--- src/design/mnsq_pkg.sv ---
// Shared constants, codes and types of the Markov note sequencer.
`timescale 1ns / 1ps
package mnsq_pkg;

   // Table geometry
   localparam int ENTRIES_PER_ROW = 8;
   localparam int WEIGHT_BITS     = 8;
   localparam int RAND_BITS       = 16;
   localparam int NUM_ROWS        = 131;

   // Port field widths
   localparam int OP_W     = 3;
   localparam int CODE_W   = 8;
   localparam int WEIGHT_W = 8;
   localparam int RAND_W   = 16;
   localparam int KIND_W   = 2;
   localparam int NOTE_W   = 7;

   // Derived widths
   localparam int ROW_AW    = $clog2(NUM_ROWS);
   localparam int CNT_W     = $clog2(ENTRIES_PER_ROW + 1);
   localparam int TOT_W     = $clog2(ENTRIES_PER_ROW * ((1 << WEIGHT_BITS) - 1) + 1);
   localparam int IDX_W     = (ENTRIES_PER_ROW > 1) ? $clog2(ENTRIES_PER_ROW) : 1;
   localparam int ENT_DEPTH = NUM_ROWS * ENTRIES_PER_ROW;
   localparam int ENT_AW    = $clog2(ENT_DEPTH);
   localparam int PROD_W    = RAND_BITS + TOT_W;

   // Special codes
   localparam logic [CODE_W-1:0] CODE_REST    = 8'd128;
   localparam logic [CODE_W-1:0] CODE_SUSTAIN = 8'd129;
   localparam logic [CODE_W-1:0] CODE_NONE    = 8'd130;
   localparam logic [CODE_W-1:0] ROW_INITIAL  = 8'd130;

   // Operations
   localparam logic [OP_W-1:0] OP_LOAD  = 3'd0;
   localparam logic [OP_W-1:0] OP_CLEAR = 3'd1;
   localparam logic [OP_W-1:0] OP_START = 3'd2;
   localparam logic [OP_W-1:0] OP_STOP  = 3'd3;
   localparam logic [OP_W-1:0] OP_STEP  = 3'd4;

   // Event kinds
   localparam logic [KIND_W-1:0] EV_OFF   = 2'd0;
   localparam logic [KIND_W-1:0] EV_ON    = 2'd1;
   localparam logic [KIND_W-1:0] EV_EMPTY = 2'd2;
   localparam logic [KIND_W-1:0] EV_FULL  = 2'd3;

   typedef struct packed {
      logic [CNT_W-1:0] count;
      logic [TOT_W-1:0] total;
   } row_data_type;

   typedef struct packed {
      logic [CODE_W-1:0] code;
      logic [TOT_W-1:0]  cum;
   } entry_type;

   typedef struct packed {
      logic              rd_en;
      logic [ROW_AW-1:0] rd_addr;
      logic              wr_en;
      logic [ROW_AW-1:0] wr_addr;
      row_data_type      wr_data;
      logic              clr;
   } row_req_type;

   typedef struct packed {
      logic              rd_en;
      logic [ENT_AW-1:0] rd_addr;
      logic              wr_en;
      logic [ENT_AW-1:0] wr_addr;
      entry_type         wr_data;
   } ent_req_type;

endpackage

--- src/design/mnsq_row_mem.sv ---
// Per-row count and total memory with valid bits so that clear empties all rows at once.
`timescale 1ns / 1ps
module mnsq_row_mem (
   input  logic                  clock,
   input  logic                  reset,
   input  mnsq_pkg::row_req_type req,
   output mnsq_pkg::row_data_type rd_data
);
   import mnsq_pkg::*;

   row_data_type          mem [NUM_ROWS];
   logic [NUM_ROWS-1:0]   valid_ff;
   row_data_type          rd_data_ff;
   logic                  rd_valid_ff;

   // Track written rows; clear drops them all at once
   always_ff @(posedge clock) begin
      if (reset) begin
         valid_ff <= '0;
      end else if (req.clr) begin
         valid_ff <= '0;
      end else if (req.wr_en) begin
         valid_ff[req.wr_addr] <= 1'b1;
      end
   end

   // Write and registered read
   always_ff @(posedge clock) begin
      if (req.wr_en) begin
         mem[req.wr_addr] <= req.wr_data;
      end
      if (req.rd_en) begin
         rd_data_ff  <= mem[req.rd_addr];
         rd_valid_ff <= valid_ff[req.rd_addr];
      end
   end

   // A row never written since clear reads as empty
   assign rd_data = rd_valid_ff ? rd_data_ff : '0;

endmodule

--- config.mk ---
export PLATFORM = sky130hd
export DESIGN_NAME = mnsq_row_mem
export DESIGN_NICKNAME = d
export VERILOG_FILES = /design/src/design/mnsq_pkg.sv /design/src/design/mnsq_row_mem.sv
export SDC_FILE = /design/constraint.sdc
export NUM_CORES = 2
export LEC_CHECK = 0
export ABC_AREA = 1
export BUFFER_PORTS_ARGS = -buffer_cell sky130_fd_sc_hd__clkbuf_2
export CORE_ASPECT_RATIO = 1.2
export CORE_UTILIZATION = 30
export CTS_CLUSTER_SIZE = 20
export DETAILED_ROUTE_END_ITERATION = 7
export GPL_ROUTABILITY_DRIVEN = 0
export PLACE_DENSITY_LB_ADDON = 0.3
export REMOVE_ABC_BUFFERS = 1
export SYNTH_ARGS = -nofsm -noshare
export SYNTH_HDL_FRONTEND = slang
export SYNTH_SLANG_ARGS = --single-unit
--- constraint.sdc ---
create_clock -name clock -period 2.98 [get_ports clock]
set_input_delay 0.298 -clock clock [delete_from_list [all_inputs] [get_ports clock]]
set_output_delay 0.298 -clock clock [all_outputs]
set_load 0.005 [all_outputs]
; Word-level counts from Yosys, hierarchy flattened
; Memory sizes are Yosys's and may differ from the RTL's. A register that Yosys moved wholly into a read port is not among the register bits.
; Index checks and enable logic that the tools add are counted.
[word_totals]
regBits = 132
ramBits = 1965
elab_cells = 16
mem_count = 1
[mem_list]
columns = memory, words, word_bits, rd, rd_clocked_by_memory_dff, write_ports, line
row1 = mem, 131, 15, 1, 1, 1, mnsq_row_mem.sv:11  ; row_data_type mem [NUM_ROWS];
[classes]
magnitude_cmp = 3
mux = 7
bitwise = 1
reduce_logical = 2
[ops]
columns = cell, count
row1 = $or A131 B131 Y131, 1
row2 = $lt A8 B9 Y1 const B, 2
row3 = $mux W15, 1
row4 = $bmux W1 S8, 1
row5 = $demux W1 S8, 1
row6 = $ge A8 B1 Y1 const B, 1
row7 = $mux W1, 4
row8 = $reduce_or A2 Y1, 1
row9 = $logic_and A1 B1 Y1, 1

; Depth between registers and ports, before layout
[logic_depth]
word_depth = 5
ltp_mapped = 18

; Worst setup path before layout
; OpenSTA, ideal clock, no wires.
[synth_timing]
kind = in2reg
start = input port req[24] in the netlist's numbering
end = memory mem[36][0] in the netlist's numbering (enable)
setup_time_ns = 0.388
t_arrival_ns = 1.694
required_ns = 2.592
path_slack_ns = 0.898
path_stages = 5
path_buffers = 1
cell_sequence = clkinv_1 > nor3_1 > inv_1 > clkbuf_1 > nor2_1
[synth_via]
elab_chain_len = 2
[synth_lines]
columns = item, line
row1 = start: declaration, mnsq_row_mem.sv:6  ; input mnsq_pkg::row_req_type req,
row2 = $mux W1, mnsq_row_mem.sv:29  ; if (req.wr_en) begin
row3 = $mux W1 (not written as such), mnsq_row_mem.sv:30  ; mem[req.wr_addr] <= req.wr_data;
row4 = end: declaration, mnsq_row_mem.sv:11
; Every way passes these cells.

==> flow_metrics.tcl <==
set metrics [dict create \
    power.ir.vdd_worst_mv 0.504 \
    avgRoutedWirePerCell_um 22.1 \
    setup.worst_path.start_class "flop" \
    final_max_slew_viol_count 0 \
    power_switching_share 0.233 \
    portbufs 50 \
    power.share.clock 0.412 \
    core_region_area_mm2 0.291 \
    clock-root-buffer "clkbuf_16" \
    multi_input_gate_area_in_the_final_layout_mm2 0.0208 \
    clk_pin_slew_ns 0.07 \
    first_pass_iters 6 \
    ys_dominant_reg_cell "edfxtp_1" \
    die-area_mm2 0.295 \
    critical_path.max_fanout 15 \
    relative_slew_margins 0.350 \
    antenna_found_initial 11 \
    power.total_w 0.0627 \
    critPathRequiredTime_ns 2.68 \
    timing.critical_path.to_type "output port" \
    synth_warnings 0 \
    share_of_yosys_cell_area_claimed_by_the_top_area_cell_type 0.678 \
    layout-drive-gt1-share 0.0934 \
    cts_buffers 206 \
    power.switching_w 0.0146 \
    die_h_um 594 \
    instances_no_fill 12400 \
    tightestPinTransition_ns 0.976 \
    grt_max_degree 90 \
    synth_area_per_cell_um2 10.7 \
    comb_power_share 0.070 \
    route.detailed.drc 0 \
    final.hold.worst_slack_ns 0.0705 \
    post_synth_num_cell_types 26 \
    run_status "finished, final reports clean" \
    die_width_um 496 \
    number_of_enable_type_register_cells_in_the_synthesized_netlist 1981 \
    cts.htree.levels 4 \
    detail-route-antenna-nets 0 \
    post-dp-hpwl_mm 169 \
    area_growth_syn_to_layout_pct 16.4 \
    yosys.area.top_type "edfxtp_1" \
    postCtsSetupBuffers 0 \
    cts.path.max_buffers 4 \
    final.period_utilization 0.908 \
    standard_cell_rows 217 \
    final_hold_viol_count 0 \
    commonest_cells_after_routing_fill_and_taps_aside "nand2_1, edfxtp_1, nor2_1, nand3_1, inv_1" \
    num_vias 59700 \
    globalRoute.totalOverflow 0 \
    setup-violations-final 0 \
    yosys_register_bits 2112 \
    number_of_filler_cells_placed_in_the_layout 28700 \
    syn-cell-area_mm2 0.0877 \
    numPlacedInstances 12000 \
    seqPwrFrac 0.518 \
    rsz0062_at_grt "false" \
    finalWorstSetupSlack_ns 0.274 \
    via_count_normalized_by_instance_count 4.80 \
    intPower_w 0.0481 \
    power_density_mw_per_mm2 614 \
    cap_viol_max_count 0 \
    dp_slack_ns 0.153 \
    hp-class "input pin to flop" \
    floorplan.io_pins 51 \
    clk_latency_ns 0.87 \
    share_of_synthesized_area_occupied_by_flip_flops_and_latches 0.708 \
    number_of_global_route_vias_before_repair 57800 \
    synth.top_cells.by_area "edfxtp_1, nand2_1, nor2_1, nand3_1, o21ai_0" \
    drt_iter0_markers 5490 \
    postSynthCellCount 8197 \
    fmax_mhz 370 \
    grtUsageTotal 0.184 \
    setup.worst_path.class "flop to output port" \
    cellLeakagePower_nw 38.0 \
    finalWorstPathRequiredPeriod_ns 2.71 \
    clock_tree_from_tritoncts "built" \
    layout.cells.most_common "nand2_1" \
    cts_num_sinks 2112 \
    layout.nets 8473 \
    ff_latch_area_mm2 0.0621 \
    critPathArrivalTime_ns 2.41 \
    finClkSkew_ns 0.0660 \
    grt_first_pass_wirelength_mm 401 \
    floorplan.initialDensity 0.301 \
    wirelength_mm 275 \
    post_synth_arst_share 0 \
]
==> through the flow <==
step	cell area, um^2	setup TNS (ns)	util
2_1_floorplan	85400	-87.70	-
3_3_place_gp	95400	0	0.328
3_5_place_dp	95400	0	0.328
4_1_cts	102000	0	0.351
5_1_grt	102000	0	0.351
6_report	102000	0	0.351
==> registers in the layout, indices dropped and copies added (netlist names) <==
name,count
rd_valid_ff,1
mem,1965
valid_ff,131
rd_data_ff,15
==> cells in the mapped netlist, types with 78 or more instances <==
library cell     n
nand2_1       1994
edfxtp_1      1981
nor2_1        1474
inv_1          662
nand3_1        662
o21ai_0        543
clkbuf_1       151
buf_2          132
dfxtp_1        131
o211ai_1       118
a21oi_1        106
buf_4           83
buf_1           78
==> critical path: stages (launching register included) <==
cell	delay [ns]
edfxtp_1	0.72
nand2_1	0.49
inv_1	0.18
clkbuf_2	0.13
==> kinds of logic (layout without fill, tap and decap cells) <==
logic type	after synthesis	after routing	synth area share
AND/OR/NAND/NOR	4146	4146	0.187
flip-flops	2112	2112	0.708
buffers and inverters	1129	1536	0.0553
AO/OA/AOI/OAI	810	810	0.0496
other	0	5	0
==> power groups by stage <==
stage               logic [W]  clock network (W)  registers (W)
global placement      0.00433                  0         0.0331
detailed placement    0.00434                  0         0.0331
floorplan             0.00177                  0         0.0331
CTS                   0.00438             0.0263         0.0325
finish                0.00436             0.0258         0.0325
global route          0.00469             0.0274         0.0325
==> final timing paths <==
| path | from | end | slack, ns | depth (start not counted) |
|---|---|---|---|---|
| max | rd_valid_ff | rd_data[14] | 0.27 | 3 |
| min | req[1] | mem[25][0] | 0.07 | 1 |
| max reg2reg | mem[48][12] | rd_data_ff[12] | 0.96 | 12 |
| min reg2reg | valid_ff[48] | valid_ff[48] | 0.46 | 2 |
==> layout make-up <==
type / instances / share of cell area
clock buffer: 263 / 0.0537
sequential: 2112 / 0.608
clock inverter: 112 / 0.0103
inverter: 667 / 0.0247
antenna: 5 / 0.000123
timing repair buffer: 494 / 0.0520
multi-input combinational: 4956 / 0.204
tap: 3832 / 0.0470
==> timing repair <==
item,in CTS,in global routing
endpoints found under the hold margin,558,0
hold buffers,18,0
setup endpoints to repair,0,0
resized for setup,0,0
==> routing by layer <==
metal / GRT usage / wire length (um) / share of wire / vias up
met4: 0.0939 / 15100 / 0.055 / 6
met1: 0.233 / 113000 / 0.41 / 29600
met5: 0 / 47 / 0.00017 / -
li1: - / - / - / 27800
met3: 0.0216 / 14600 / 0.053 / 483
met2: 0.307 / 132000 / 0.48 / 1829
Power figures use the tool's default switching activity.
