$ cat config.mk
export PLATFORM = sky130hd
export DESIGN_NAME = mnsq_ctrl
export DESIGN_NICKNAME = d
export VERILOG_FILES = /design/src/design/mnsq_pkg.sv /design/src/design/mnsq_ctrl.sv
export SDC_FILE = /design/constraint.sdc
export NUM_CORES = 1
export LEC_CHECK = 0
export ABC_CLOCK_PERIOD_IN_PS = 15700
export BUFFER_PORTS_ARGS = -buffer_cell sky130_fd_sc_hd__buf_2
export CORE_UTILIZATION = 65
export CTS_BUF_LIST = sky130_fd_sc_hd__clkbuf_8
export CTS_CLUSTER_SIZE = 20
export DETAILED_ROUTE_END_ITERATION = 8
export HOLD_SLACK_MARGIN = 0.15
export PLACE_DENSITY = 0.93
export SETUP_SLACK_MARGIN = 0.3
export SLEW_MARGIN = 5
export SYNTH_ARGS = -nofsm -noshare
export SYNTH_HDL_FRONTEND = slang
export SYNTH_SLANG_ARGS = --single-unit
$ cat constraint.sdc
create_clock -name clock -period 15.7 [get_ports clock]
set_clock_uncertainty 0.15 [all_clocks]
set_input_delay 2.355 -clock clock [delete_from_list [all_inputs] [get_ports clock]]
set_output_delay 2.355 -clock clock [all_outputs]
set_load 0.1 [all_outputs]
$ cat src/design/mnsq_pkg.sv
// Shared constants, codes and types of the Markov note sequencer.
`timescale 1ns / 1ps
package mnsq_pkg;

   // Table geometry
   localparam int ENTRIES_PER_ROW = 8;
   localparam int WEIGHT_BITS     = 8;
   localparam int RAND_BITS       = 16;
   localparam int NUM_ROWS        = 131;

   // Port field widths
   localparam int OP_W     = 3;
   localparam int CODE_W   = 8;
   localparam int WEIGHT_W = 8;
   localparam int RAND_W   = 16;
   localparam int KIND_W   = 2;
   localparam int NOTE_W   = 7;

   // Derived widths
   localparam int ROW_AW    = $clog2(NUM_ROWS);
   localparam int CNT_W     = $clog2(ENTRIES_PER_ROW + 1);
   localparam int TOT_W     = $clog2(ENTRIES_PER_ROW * ((1 << WEIGHT_BITS) - 1) + 1);
   localparam int IDX_W     = (ENTRIES_PER_ROW > 1) ? $clog2(ENTRIES_PER_ROW) : 1;
   localparam int ENT_DEPTH = NUM_ROWS * ENTRIES_PER_ROW;
   localparam int ENT_AW    = $clog2(ENT_DEPTH);
   localparam int PROD_W    = RAND_BITS + TOT_W;

   // Special codes
   localparam logic [CODE_W-1:0] CODE_REST    = 8'd128;
   localparam logic [CODE_W-1:0] CODE_SUSTAIN = 8'd129;
   localparam logic [CODE_W-1:0] CODE_NONE    = 8'd130;
   localparam logic [CODE_W-1:0] ROW_INITIAL  = 8'd130;

   // Operations
   localparam logic [OP_W-1:0] OP_LOAD  = 3'd0;
   localparam logic [OP_W-1:0] OP_CLEAR = 3'd1;
   localparam logic [OP_W-1:0] OP_START = 3'd2;
   localparam logic [OP_W-1:0] OP_STOP  = 3'd3;
   localparam logic [OP_W-1:0] OP_STEP  = 3'd4;

   // Event kinds
   localparam logic [KIND_W-1:0] EV_OFF   = 2'd0;
   localparam logic [KIND_W-1:0] EV_ON    = 2'd1;
   localparam logic [KIND_W-1:0] EV_EMPTY = 2'd2;
   localparam logic [KIND_W-1:0] EV_FULL  = 2'd3;

   typedef struct packed {
      logic [CNT_W-1:0] count;
      logic [TOT_W-1:0] total;
   } row_data_type;

   typedef struct packed {
      logic [CODE_W-1:0] code;
      logic [TOT_W-1:0]  cum;
   } entry_type;

   typedef struct packed {
      logic              rd_en;
      logic [ROW_AW-1:0] rd_addr;
      logic              wr_en;
      logic [ROW_AW-1:0] wr_addr;
      row_data_type      wr_data;
      logic              clr;
   } row_req_type;

   typedef struct packed {
      logic              rd_en;
      logic [ENT_AW-1:0] rd_addr;
      logic              wr_en;
      logic [ENT_AW-1:0] wr_addr;
      entry_type         wr_data;
   } ent_req_type;

endpackage

$ cat src/design/mnsq_ctrl.sv
// Sequencer control: decode, row lookup, weighted search, play state, result output.
`timescale 1ns / 1ps
module mnsq_ctrl (
   input  logic                        clock,
   input  logic                        reset,
   input  logic                        req_valid,
   output logic                        req_stall,
   input  logic [mnsq_pkg::OP_W-1:0]     req_op,
   input  logic [mnsq_pkg::CODE_W-1:0]   req_from_code,
   input  logic [mnsq_pkg::CODE_W-1:0]   req_to_code,
   input  logic [mnsq_pkg::WEIGHT_W-1:0] req_weight,
   input  logic [mnsq_pkg::RAND_W-1:0]   req_rand_word,
   output logic                        rsp_valid,
   input  logic                        rsp_stall,
   output logic [mnsq_pkg::KIND_W-1:0]   rsp_event_kind,
   output logic [mnsq_pkg::NOTE_W-1:0]   rsp_note,
   output logic                        rsp_last,
   output mnsq_pkg::row_req_type       row_req,
   input  mnsq_pkg::row_data_type      row_rd,
   output mnsq_pkg::ent_req_type       ent_req,
   input  mnsq_pkg::entry_type         ent_rd
);
   import mnsq_pkg::*;

   typedef enum logic [2:0] {
      S_IDLE, S_DECODE, S_ROW, S_MUL, S_SEARCH, S_EMIT
   } state_type;

   typedef enum logic [1:0] {
      P_IDLE, P_STARTED, P_PLAYING, P_STOPPING
   } play_type;

   typedef struct packed {
      logic              valid;
      logic [KIND_W-1:0] kind;
      logic [NOTE_W-1:0] note;
   } slot_type;

   state_type            state_ff;
   play_type             play_ff;
   logic [CODE_W-1:0]    current_ff;
   logic [CODE_W-1:0]    held_ff;

   logic [OP_W-1:0]      op_ff;
   logic [CODE_W-1:0]    from_ff;
   logic [CODE_W-1:0]    to_ff;
   logic [WEIGHT_BITS-1:0] weight_ff;
   logic [RAND_BITS-1:0] rand_ff;

   logic [ROW_AW-1:0]    row_ff;
   logic [ENT_AW-1:0]    base_ff;
   logic [CNT_W-1:0]     cnt_ff;
   logic [PROD_W-1:0]    prod_ff;
   logic [IDX_W-1:0]     idx_ff;

   slot_type             slot_a_ff;
   slot_type             slot_b_ff;

   logic                 rsp_valid_ff;
   logic [KIND_W-1:0]    rsp_kind_ff;
   logic [NOTE_W-1:0]    rsp_note_ff;
   logic                 rsp_last_ff;

   logic                 load_bad;
   logic [ROW_AW-1:0]    step_row;
   logic [TOT_W-1:0]     new_total;
   logic [TOT_W-1:0]     draw;
   logic                 hit;
   logic [CODE_W-1:0]    next_code;
   logic                 off_c;
   logic                 on_c;
   slot_type             off_slot;
   slot_type             on_slot;
   slot_type             idle_slot;
   logic                 out_free;
   logic                 emit_fire;

   // Decode helpers
   assign load_bad  = (from_ff > CODE_NONE) || (to_ff > CODE_SUSTAIN);
   assign step_row  = (play_ff == P_STARTED) ? ROW_AW'(ROW_INITIAL) : ROW_AW'(current_ff);
   assign new_total = TOT_W'(row_rd.total + TOT_W'(weight_ff));

   // Scale the random word to a draw in 1..total and test the current entry
   assign draw      = TOT_W'(prod_ff >> RAND_BITS) + TOT_W'(1);
   assign hit       = (ent_rd.cum >= draw) || (idx_ff == IDX_W'(cnt_ff - CNT_W'(1)));
   assign next_code = ent_rd.code;

   // Note-off and note-on rules for the chosen successor
   assign off_c = (play_ff == P_PLAYING) && (next_code != CODE_SUSTAIN) && (held_ff < CODE_REST);
   assign on_c  = next_code < CODE_REST;

   assign off_slot  = '{valid: 1'b1, kind: EV_OFF, note: NOTE_W'(held_ff)};
   assign on_slot   = '{valid: on_c, kind: EV_ON, note: NOTE_W'(next_code)};
   assign idle_slot = '{valid: 1'b0, kind: EV_OFF, note: '0};

   assign out_free  = !rsp_valid_ff || !rsp_stall;
   assign emit_fire = (state_ff == S_EMIT) && slot_a_ff.valid && out_free;

   // Row memory requests
   always_comb begin
      row_req         = '0;
      row_req.rd_addr = (op_ff == OP_STEP) ? step_row : ROW_AW'(from_ff);
      row_req.wr_addr = row_ff;
      row_req.wr_data = '{count: CNT_W'(row_rd.count + CNT_W'(1)), total: new_total};
      if (state_ff == S_DECODE) begin
         row_req.rd_en = ((op_ff == OP_LOAD) && !load_bad) ||
                         ((op_ff == OP_STEP) &&
                          ((play_ff == P_STARTED) || (play_ff == P_PLAYING)));
         row_req.clr   = (op_ff == OP_CLEAR);
      end
      if (state_ff == S_ROW && op_ff == OP_LOAD) begin
         row_req.wr_en = (row_rd.count < CNT_W'(ENTRIES_PER_ROW));
      end
   end

   // Entry memory requests
   always_comb begin
      ent_req         = '0;
      ent_req.wr_addr = ENT_AW'(base_ff + ENT_AW'(row_rd.count));
      ent_req.wr_data = '{code: to_ff, cum: new_total};
      ent_req.rd_addr = (state_ff == S_MUL) ? base_ff :
                        ENT_AW'(base_ff + ENT_AW'(idx_ff) + ENT_AW'(1));
      if (state_ff == S_ROW && op_ff == OP_LOAD) begin
         ent_req.wr_en = (row_rd.count < CNT_W'(ENTRIES_PER_ROW));
      end
      if (state_ff == S_MUL) begin
         ent_req.rd_en = 1'b1;
      end
      if (state_ff == S_SEARCH && !hit) begin
         ent_req.rd_en = 1'b1;
      end
   end

   // Sequencer state, play state and registered outputs
   always_ff @(posedge clock) begin
      if (reset) begin
         state_ff     <= S_IDLE;
         play_ff      <= P_IDLE;
         current_ff   <= CODE_NONE;
         held_ff      <= CODE_NONE;
         slot_a_ff    <= '0;
         slot_b_ff    <= '0;
         rsp_valid_ff <= 1'b0;
      end else begin
         // Drop the output once the receiver takes it and nothing new follows
         if (rsp_valid_ff && !rsp_stall && !emit_fire) begin
            rsp_valid_ff <= 1'b0;
         end

         unique case (state_ff)
            S_IDLE: begin
               if (req_valid) begin
                  op_ff     <= req_op;
                  from_ff   <= req_from_code;
                  to_ff     <= req_to_code;
                  weight_ff <= WEIGHT_BITS'(req_weight);
                  rand_ff   <= RAND_BITS'(req_rand_word);
                  state_ff  <= S_DECODE;
               end
            end

            S_DECODE: begin
               unique case (op_ff)
                  OP_LOAD: begin
                     row_ff   <= ROW_AW'(from_ff);
                     base_ff  <= ENT_AW'(ROW_AW'(from_ff) * ENTRIES_PER_ROW);
                     state_ff <= load_bad ? S_IDLE : S_ROW;
                  end
                  OP_START: begin
                     if (play_ff == P_IDLE) begin
                        play_ff <= P_STARTED;
                     end
                     state_ff <= S_IDLE;
                  end
                  OP_STOP: begin
                     if (play_ff == P_STARTED) begin
                        play_ff <= P_IDLE;
                     end else if (play_ff == P_PLAYING) begin
                        play_ff <= P_STOPPING;
                     end
                     state_ff <= S_IDLE;
                  end
                  OP_STEP: begin
                     row_ff  <= step_row;
                     base_ff <= ENT_AW'(step_row * ENTRIES_PER_ROW);
                     if (play_ff == P_STARTED || play_ff == P_PLAYING) begin
                        state_ff <= S_ROW;
                     end else if (play_ff == P_STOPPING) begin
                        // Release the held note and return to idle
                        slot_a_ff  <= (held_ff < CODE_REST) ? off_slot : idle_slot;
                        slot_b_ff  <= idle_slot;
                        held_ff    <= CODE_NONE;
                        current_ff <= CODE_NONE;
                        play_ff    <= P_IDLE;
                        state_ff   <= S_EMIT;
                     end else begin
                        state_ff <= S_IDLE;
                     end
                  end
                  default: begin
                     state_ff <= S_IDLE;
                  end
               endcase
            end

            S_ROW: begin
               cnt_ff  <= row_rd.count;
               prod_ff <= PROD_W'(rand_ff) * PROD_W'(row_rd.total);
               idx_ff  <= '0;
               if (op_ff == OP_LOAD) begin
                  if (row_rd.count < CNT_W'(ENTRIES_PER_ROW)) begin
                     state_ff <= S_IDLE;
                  end else begin
                     slot_a_ff <= '{valid: 1'b1, kind: EV_FULL, note: '0};
                     slot_b_ff <= idle_slot;
                     state_ff  <= S_EMIT;
                  end
               end else if (row_rd.count == '0 || row_rd.total == '0) begin
                  slot_a_ff <= '{valid: 1'b1, kind: EV_EMPTY, note: '0};
                  slot_b_ff <= idle_slot;
                  state_ff  <= S_EMIT;
               end else begin
                  state_ff <= S_MUL;
               end
            end

            S_MUL: begin
               state_ff <= S_SEARCH;
            end

            S_SEARCH: begin
               if (hit) begin
                  slot_a_ff  <= off_c ? off_slot : on_slot;
                  slot_b_ff  <= off_c ? on_slot : idle_slot;
                  held_ff    <= on_c ? next_code :
                                ((play_ff == P_STARTED || off_c) ? CODE_NONE : held_ff);
                  current_ff <= next_code;
                  play_ff    <= P_PLAYING;
                  state_ff   <= S_EMIT;
               end else begin
                  idx_ff <= IDX_W'(idx_ff + IDX_W'(1));
               end
            end

            S_EMIT: begin
               if (!slot_a_ff.valid) begin
                  state_ff <= S_IDLE;
               end else if (out_free) begin
                  rsp_valid_ff <= 1'b1;
                  rsp_kind_ff  <= slot_a_ff.kind;
                  rsp_note_ff  <= slot_a_ff.note;
                  rsp_last_ff  <= !slot_b_ff.valid;
                  slot_a_ff    <= slot_b_ff;
                  slot_b_ff    <= idle_slot;
               end
            end

            default: begin
               state_ff <= S_IDLE;
            end
         endcase
      end
   end

   assign req_stall      = (state_ff != S_IDLE);
   assign rsp_valid      = rsp_valid_ff;
   assign rsp_event_kind = rsp_kind_ff;
   assign rsp_note       = rsp_note_ff;
   assign rsp_last       = rsp_last_ff;

endmodule

Yosys cells after proc, flatten, opt, wreduce, memory -nomap -nowiden
Cells that the tools add are included.
- flip-flop bits (word level): 147
- input port bits: 81
- output and inout bits: 89
- word-level logic and storage cells: 182
- add/sub/neg operators: 8
- multiply operators: 1
- magnitude comparators: 6
- equality and inequality tests: 31
- multiplexer cells: 67
- bitwise operators: 1
- reductions and logical operators: 44
- operators by type and width (operator ; count):
    2-to-1 mux 10 bit ; 21
    case mux 10 bit (4 select lines) ; 2
    2-to-1 mux 8 bit ; 9
    case mux 8 bit (2 select lines) ; 3
    multiplier 16 x 11 -> 27 bit ; 1
    2-to-1 mux 3 bit ; 9
    adder 11 x 1 -> 11 bit (second input constant) ; 2
    case mux 11 bit (2 select lines) ; 1
    case mux 3 bit (6 select lines) ; 1
    > comparator 8 bit (second input constant) ; 2
    < comparator 8 bit (second input constant) ; 2
    inequality test 2 bit (second input constant) ; 8
    2-to-1 mux 2 bit ; 7
    AND reduction 7 bit ; 2
    == test 3 x 2 -> 1 bit (second input constant) ; 4
    case mux 3 bit (2 select lines) ; 2
    AND reduction 3 bit ; 4
    adder 11 x 3 -> 11 bit ; 1
    adder 11 x 4 -> 11 bit ; 1
    adder 11 x 8 -> 11 bit ; 1
    >= comparator 11 bit ; 1
    logical NOT 11 bit ; 1
    2-to-1 mux 11 bit ; 1
    logical AND 1 bit ; 10
    33 further kinds ; 62

Longest topological paths before layout
- word-level depth: 9
- gate-level depth with buffers: 22

Least setup slack after synthesis
No wires, ideal clock.
- path kind: input-to-output
- start point: in row_rd[1] (netlist name)
- end point: out row_req[11] (netlist name)
- data arrival time: 6.080 ns
- data required time: 13.195 ns
- path slack: 7.115 ns
- stages: 12
- buffers on the path: 2
- path through: buf_1 -> inv_1 -> fa_1 -> nor2b_1 -> o21ai_0 -> a21boi_0 -> o21ai_0 -> a21boi_0 -> o21ai_0 -> a21oi_1 -> xor2_1 -> buf_4
- RTL lines (element ; line ; RTL):
    from (decl) ; mnsq_ctrl.sv:19 ; input mnsq_pkg::row_data_type row_rd,
    to (decl) ; mnsq_ctrl.sv:18 ; output mnsq_pkg::row_req_type row_req,

==> run summary <==
Hpwl dp: 20500 um
Die H: 133 um
Site Rows: 47
XOR/XNOR Fraction of Synth Area: 3.70%
Seq cells post-synth: 119
CTS tree: built
HP Class: reg2reg
Inst Count DP: 1461
Vias in the first global route: 9134
Area of the multi-input gates: 7000 um2
Post-Synth Adder-Cell Area: 32.8%
Detailed Routing Iterations Pass 1: 7
Fillcell total: 1093
Count of non-filler cells in the finished layout: 1493
Clock share of power: 18.3%
Die area: 17700 um2
Post-Synth Simple-Gate Area: 16.6%
Logic pwr share: 57.3%
WL per Instance: 18.2 um
Vias/cell: 5.91
Clock slew at reported path FFs: 0.09 ns
Kind of critical path: in2out
Mapped Nets: 1434
Largest family of logic cells by synthesized area: adder cells
Core footprint: 16600 um2
Initial Utilization: 66.9%
GPL Wtd Cong: 0.887
Critical path capture point type: output port
Ant diodes: 0
Gr usage total: 32.5%
Final min period: 7.81 ns
Status: completed
CP arrival: 5.31 ns
Netlist Area Pre-Place: 11100 um2
Resize count post-CTS: 0
Crit share post-route: 49.8%
DRC violations left: 0
Total CTS buffers: 17
Fraction of layout cells with a size suffix above 1: 17.2%
Synth Instances: 1136
Final Hold Fails: 0
Number of flops mapped to enable cells by yosys: 78
Skew-Pair Late Insertion Delay: 0.46 ns
Register area share after synthesis: 28.4%
IO buf count: 169
Post-synth ARST share: 0%
I/O pin cnt: 170
Ys Warns: 0
RSZ-0062 raised after global routing: false
Relative slew slack: 17.5%
CTS H-tree lvls: 4
Slew @ Worst Pin: 1.23 ns
Initial antenna violation count: 0
Mux cell area share after synthesis: 0%
Post-synthesis compound-gate area fraction: 9.70%
Psw: 0.714 mW
Pleak: 5.73 nW
First-pass GRT wire length: 43900 um
Internal power: 0.844 mW
Post-cts hold buffer count: 0
Root buffer cell: clkbuf_8
Global route total overflow: 0
WP data required: 13.20 ns
Power Density: 126 nW/um2
Clock Tree Buf Depth: 2
DRT iter0 DRCs: 851
Critical Path Source Type: input port
P&R area growth vs syn: 10.9%
Final setup viols: 0
Final wirelength: 27200 um
Max-Cap Viols: 0
CTS sink count: 119
Critical Path Fanout Max: 17
Die Wd: 133 um
Flop pwr share: 24.4%
Post-CTS Setup Bufs: 0
Via Count: 8824
Slew Viols, Final: 0
Final net count: 1558
Setup TNS Final: 0 ns
FF+latch area: 3160 um2
Maximum number of pins on one net before global-route repair: 38
Synth Flop Type: edfxtp_1
Routed Antenna Nets: 0
Post-synth cell types: 64
IR drop worst, VDD: 0.131 mV
Max Freq: 128 MHz
Post-Syn Area per Cell: 9.81 um2
Sw frac: 45.8%
-- registers in the layout, indices dropped and copies added, names as in the netlist, 7 cells and up --
name	cells
rand_ff	16
prod_ff	11
slot_a_ff	10
slot_b_ff	9
current_ff	8
from_ff	8
held_ff	8
row_ff	8
to_ff	8
weight_ff	8
rsp_note	7
-- placed cells by master, fill, tap and decap left out, types with 6 or more instances in the layout --
master,instances
xnor2_1,33
nor3_1,7
a22o_1,12
nor2b_1,9
fa_1,125
nand2b_1,21
clkbuf_8,17
nand3_1,24
a222oi_1,6
nand4_1,9
xor2_1,14
inv_1,175
o21ai_0,33
a21oi_1,37
nand2_1,121
buf_2,169
nor2_1,45
ha_1,92
inv_6,7
edfxtp_1,78
and2_1,95
a211oi_1,8
a21o_1,12
dfxtp_1,41
-- cell usage after synthesis, types with 12 or more instances --
| library cell | instances | area [um2] |
|---|---|---|
| xnor2_1 | 33 | 289 |
| buf_4 | 16 | 120 |
| nand2b_1 | 21 | 131 |
| ha_1 | 92 | 1150 |
| xor2_1 | 14 | 123 |
| and2_1 | 95 | 594 |
| nand3_1 | 24 | 120 |
| nand2_1 | 121 | 454 |
| o21ai_0 | 33 | 165 |
| dfxtp_1 | 41 | 821 |
| a21oi_1 | 37 | 185 |
| a22o_1 | 12 | 105 |
| fa_1 | 125 | 2500 |
| edfxtp_1 | 78 | 2340 |
| inv_1 | 175 | 657 |
| clkbuf_1 | 45 | 169 |
| nor2_1 | 45 | 169 |
| a21o_1 | 12 | 90.1 |
-- per-layer routing --
| layer | share of wire [%] | wire [um] | track usage [%] |
|---|---|---|---|
| met5 | 0 | 0 | 0 |
| met4 | 3.6 | 970 | 15.2 |
| met3 | 8.1 | 2210 | 6.90 |
| met2 | 51 | 13800 | 56.3 |
| met1 | 37 | 10200 | 38.5 |
-- logic make-up after synthesis --
| kind of cell | Yosys count |
|---|---|
| compound gates | 151 |
| xor+xnor | 47 |
| fa+ha+maj | 217 |
| buf+inv | 243 |
| flops | 119 |
| simple gates | 359 |
-- critical path: stages --
cell and delay (ns):
buf_2 0.29, ha_1 0.25, inv_1 0.07, fa_1 0.41, nor2b_1 0.12, o21ai_0 0.09, a21boi_0 0.24, o21ai_0 0.15
a21boi_0 0.27, o21ai_0 0.14, a21oi_1 0.19, xor2_1 0.25, buf_2 0.48
-- path summary, 6_finish.rpt --
| path | start | end | slack (ns) | depth (start not counted) |
|---|---|---|---|---|
| max | row_rd[0] | row_req[11] | 7.89 | 13 |
| min | slot_a_ff[1] | rsp_note[1] | 0.29 | 0 |
| max reg2reg | rand_ff[4] | prod_ff[26] | 9.52 | 17 |
| min reg2reg | slot_a_ff[1] | rsp_note[1] | 0.29 | 0 |
-- layout make-up --
type | instances | share of cell area [%]
Timing Repair Buffer | 173 | 7.09
Tap cell | 220 | 2.23
Sequential cell | 119 | 25.6
Inverter | 175 | 5.32
Clock inverter | 15 | 1.24
Clock buffer | 17 | 1.89
Multi-Input combinational cell | 774 | 56.6
-- power by group through the flow --
stage	clock (mW)	combinational, mW	sequential (mW)
after floorplan	0	0.690	0.386
after global placement	0	0.832	0.386
after detailed placement	0	0.879	0.386
after CTS	0.288	0.893	0.379
after global routing	0.299	1.01	0.380
final	0.286	0.893	0.380
-- metrics by stage --
step           cell area [um2]  setup slack, ns  power (mW)  util (%)  hold slack (ns)
5_1_grt                  12400             7.65        1.69      74.2            0.285
4_1_cts                  12400             7.93        1.56      74.2            0.286
6_report                 12400             7.89        1.56      74.2            0.285
3_3_place_gp             12000             7.96        1.22      71.9            0.267
3_5_place_dp             12000             7.71        1.26      71.9            0.266
2_1_floorplan            11100             7.11        1.08         -            0.259
Note: power is estimated with default switching activity, not from simulation.
